==> src/hdl/brct_pkg.sv <==
package brct_pkg;

  localparam int MAX_RANGES_DEF = 32;
  localparam int ADDR_BITS_DEF  = 48;

  localparam int FIELD_W  = 48;
  localparam int SUM_W    = 49;
  localparam int CNT_W    = 6;
  localparam int LOCK_W   = 16;
  localparam int CFG_IDX_W = 2;

  typedef enum logic [2:0] {
    REQ_ADD    = 3'd0,
    REQ_CHECK  = 3'd1,
    REQ_CLEAR  = 3'd2,
    REQ_LOCK   = 3'd3,
    REQ_UNLOCK = 3'd4
  } req_t;

  typedef enum logic [1:0] {
    ERR_OK       = 2'd0,
    ERR_FULL     = 2'd1,
    ERR_OVERFLOW = 2'd2,
    ERR_UNLOCK   = 2'd3
  } err_t;

  typedef enum logic [CFG_IDX_W-1:0] {
    CFG_TOTAL_SIZE = 2'd0,
    CFG_INIT_LOCK  = 2'd1
  } cfg_reg_t;

  typedef struct packed {
    logic load;
    logic scan;
    logic fin;
    logic resp;
  } cmd_t;

  typedef struct packed {
    logic need_scan;
    logic scan_done;
  } status_t;

endpackage

==> src/hdl/brct_ctrl.sv <==
module brct_ctrl
  import brct_pkg::*;
(
  input  logic    clk,
  input  logic    rst_n,
  input  logic    in_valid,
  output logic    in_ready,
  output logic    out_valid,
  input  logic    out_ready,
  input  status_t status,
  output cmd_t    cmd
);

  typedef enum logic [1:0] {
    S_IDLE,
    S_SCAN,
    S_FIN,
    S_RESP
  } state_t;

  state_t state_r, state_nxt;
  logic   out_valid_r, out_valid_nxt;

  assign in_ready  = (state_r == S_IDLE);
  assign out_valid = out_valid_r;

  always_comb begin
    state_nxt     = state_r;
    cmd           = '0;
    out_valid_nxt = out_valid_r && !out_ready;
    case (state_r)
      S_IDLE: begin
        if (in_valid) begin
          cmd.load  = 1'b1;
          state_nxt = status.need_scan ? S_SCAN : S_FIN;
        end
      end
      S_SCAN: begin
        cmd.scan = 1'b1;
        if (status.scan_done) begin
          state_nxt = S_FIN;
        end
      end
      S_FIN: begin
        cmd.fin   = 1'b1;
        state_nxt = S_RESP;
      end
      S_RESP: begin
        if (!out_valid_r || out_ready) begin
          cmd.resp      = 1'b1;
          out_valid_nxt = 1'b1;
          state_nxt     = S_IDLE;
        end
      end
      default: state_nxt = S_IDLE;
    endcase
  end

  always_ff @(posedge clk) begin
    if (!rst_n) begin
      state_r     <= S_IDLE;
      out_valid_r <= 1'b0;
    end else begin
      state_r     <= state_nxt;
      out_valid_r <= out_valid_nxt;
    end
  end

endmodule

==> config.mk <==
export PLATFORM = sky130hd
export DESIGN_NAME = brct_ctrl
export DESIGN_NICKNAME = d
export VERILOG_FILES = /design/src/hdl/brct_pkg.sv /design/src/hdl/brct_ctrl.sv
export SDC_FILE = /design/constraint.sdc
export NUM_CORES = 1
export LEC_CHECK = 0
export BUFFER_PORTS_ARGS = -buffer_cell sky130_fd_sc_hd__buf_4
export CAP_MARGIN = 20
export CORE_AREA = 2 2 39 41
export CTS_CLUSTER_DIAMETER = 150
export DETAILED_ROUTE_END_ITERATION = 7
export DIE_AREA = 0 0 41 43
export GPL_ROUTABILITY_DRIVEN = 1
export GPL_TIMING_DRIVEN = 1
export PLACE_DENSITY = 0.47
export SYNTH_ARGS = -nofsm -noshare
export SYNTH_HDL_FRONTEND = slang
export SYNTH_SLANG_ARGS = --single-unit
==> constraint.sdc <==
create_clock -name clk -period 2.8 [get_ports clk]
set_clock_uncertainty 0.2 [all_clocks]
set_input_delay 0.28 -clock clk [delete_from_list [all_inputs] [get_ports clk]]
set_output_delay 0.28 -clock clk [all_outputs]
set_load 0.02 [all_outputs]
==> results.md <==
* M1 wire length at between 200 and 250 um
* Via count at 193
* Main combinational cell family by area after synthesis: adder cells
* Min Tclk post-route at 1.73 ns
* Clock power frac at 21.8%
* Yosys warns at 0
* Die width at ~41 um
* Port buffer count at 11
* CTS max path bufs at 2
* Min-delay src: rst_n
* Hold Violations, Final at 0
* R2R depth at 5
* Antenna viol nets, final at 0
* Post-CTS setup buffers at 0
* Syn avg cell area at around 9 um2
* Comb pwr share at roughly 57%
* Worst Tran Pin Value at 0.206 ns
* Post-synthesis mux area share at between 10 and 15%
* Final Max Tran Viols at 0
* WL per Instance at 7.58 um
* CTS Sinks at 3
* Leak at around 0.17 nW
* Synth cell types at 12
* Hold crit path type: in -> reg
* Rel. slew slack at 86.3%
* Switching Share at approximately two fifths
* Vias per inst at 3.51
* Latest clock arrival within the worst-skew pair at 0.23 ns
* Worst R2R Start: state_r[0]
* Status: complete, no violations
* CTS tree: done
* Initial Util at 15.7%
* Global Route Usage Sum at 5.21%
* First-pass GRT wire length at 600 um
* N_diodes at 0
* Reg power frac at a little over a fifth
* Non-filler cells, final at 55
* Chip height at 43 um
* Final setup fails at 0
* PostCTS Resize Cnt at 0
* Die ar. at 1760 um2
* Initial antenna violation count at 0
* Initial DRC Count at 3
* Top Metal Used: met3
* Pin count of the biggest net entering global routing at 7
* Worst Setup Start Kind: flop
* Final-stage net count at 50
* DR DRC count at 0
* # hold bufs at CTS at 0
* RSZ-0062 raised after global routing: false
* Switching pwr at 134 uW
* Clk Tree Root Cell: clkbuf_4
* Max-cap viol count at 0
* Seq cells post-synth at 3
* Crit Path Max Fanout at 6
* Worst-path clk slew at 0.04 ns
* Overflow after GRT at 0
* CP required at about 2.3 ns
* Max Fclk at 578 MHz
* Vias in the first global route at between 150 and 200
* Pwr Total at 338 uW
* Synthesized area at 218 um2
* Core Footprint at 1380 um2
* Period utilization at slightly above 60%
* Area grow syn2layout at 59.2%
* VDD IR-drop max at 0.260 mV
* Placed cell count at 51
* Detailed placement HPWL at 361 um
* Post-synthesis compound-gate area fraction at a little under an eighth
* Cell Rows at 14
* Share of post-route cells with drive strength above 1 at 38.5%
* Post-Synth Simple-Gate Area at approximately 18%
* Synth Area in Adders at 23.0%
* Crit path from: state_r[0]
* Cell Pwr Density at 975 nW/um2
* Met2 WL post-DR at 159 um
* WHS Path Cells at 2
* Post-Synth XOR/XNOR Area at 0%
* Mapped Nets at 34
* Internal Power at 204 uW
* Final weighted congestion in routability-driven placement at 0.670
* CTS H-tree depth at 1
* WS Path Type: reg -> out
* TritonRoute pass-1 iters at 2
* Met3 wire len at 36 um
* Register area share after synthesis at 27.6%
* Cells after Synth at 24
* TNS Setup at 0 ns
* CTS buffer count at 3
* WP data arrival at 1.25 ns
* Critical Path End Type: output pin
* WL final at 417 um
* I/O pin cnt at 12
state kept, by name, summed over array words and instances, names as in the netlist:
| register | count |
|---|---|
| out_valid | 1 |
| state_r | 2 |
synthesized netlist by cell type:
cell | instances | area [um2]
o211ai_1 | 1 | 7.51
a221o_1 | 1 | 10.0
dfxtp_1 | 3 | 60.1
nor2b_1 | 3 | 18.8
ha_1 | 4 | 50.1
o21a_1 | 1 | 7.51
clkinv_1 | 1 | 3.75
nand2_1 | 4 | 15.0
and2_1 | 1 | 6.26
mux2i_1 | 2 | 20.0
inv_1 | 2 | 7.51
mux2_2 | 1 | 11.3
metal layers:
layer,vias to the layer above,track usage (%)
met3,0,3.14
li1,109,-
met5,-,0
met2,8,5.31
met4,0,4.00
met1,76,7.35
cells by family after synthesis:
family,Yosys count
DFF,3
muxes,3
and+or+nand+nor,8
AOI/OAI and AO/OA,3
adders and majority gates,4
buffers and inverters,3
cell type report:
| cell class | instances | area [um2] |
|---|---|---|
| Timing Repair Buffer | 11 | 82.6 |
| Tap cell | 16 | 20.0 |
| Multi-Input combinational cell | 18 | 146 |
| Fill cell | 157 | 1040 |
| Sequential cell | 3 | 60.1 |
| Inverter | 3 | 11.3 |
| Clock buffer | 4 | 26.3 |
critical path, cell delays in order (launching register included):
cell     delay [ns]
dfxtp_1        0.38
inv_1          0.08
ha_1           0.26
and2_1         0.16
buf_4          0.15
through the flow:
stage	area, um2	utilization, %	hold WS [ns]	setup slack (ns)
3_5_place_dp	320	23.1	0.299	1.18
2_1_floorplan	218	-	0.198	1.18
5_1_grt	347	25.0	0.110	0.990
3_3_place_gp	320	23.1	0.301	1.18
6_report	347	25.0	0.108	1.07
4_1_cts	347	25.0	0.107	1.06
path summary, 6_finish.rpt:
path	endpoint	slack (ns)
worst min-delay path	out_valid	0.11
worst max register to register	state_r[1]	1.18
worst max-delay path	cmd[3]	1.07
worst min register to register	state_r[1]	0.30
power by group through the flow:
| stage | Clock, mW | Sequential [mW] | Combinational (mW) |
|---|---|---|---|
| 2_1_floorplan | 0 | 0.0694 | 0.135 |
| 3_3_place_gp | 0 | 0.0721 | 0.198 |
| 3_5_place_dp | 0 | 0.0711 | 0.196 |
| 4_1_cts | 0.0767 | 0.0704 | 0.198 |
| 5_1_grt | 0.0816 | 0.0716 | 0.218 |
| 6_report | 0.0735 | 0.0706 | 0.194 |
cell usage in the layout, fill, tap and decap left out:
| cell type | instances |
|---|---|
| clkinv_1 | 1 |
| nor2b_1 | 3 |
| and2_1 | 1 |
| a221o_1 | 1 |
| nand2_1 | 4 |
| mux2i_1 | 2 |
| clkbuf_4 | 3 |
| dfxtp_1 | 3 |
| clkbuf_1 | 1 |
| buf_4 | 11 |
| ha_1 | 4 |
| inv_1 | 2 |
| mux2_2 | 1 |
| o211ai_1 | 1 |
| o21a_1 | 1 |
No activity file was read; power rests on OpenSTA's default activity.
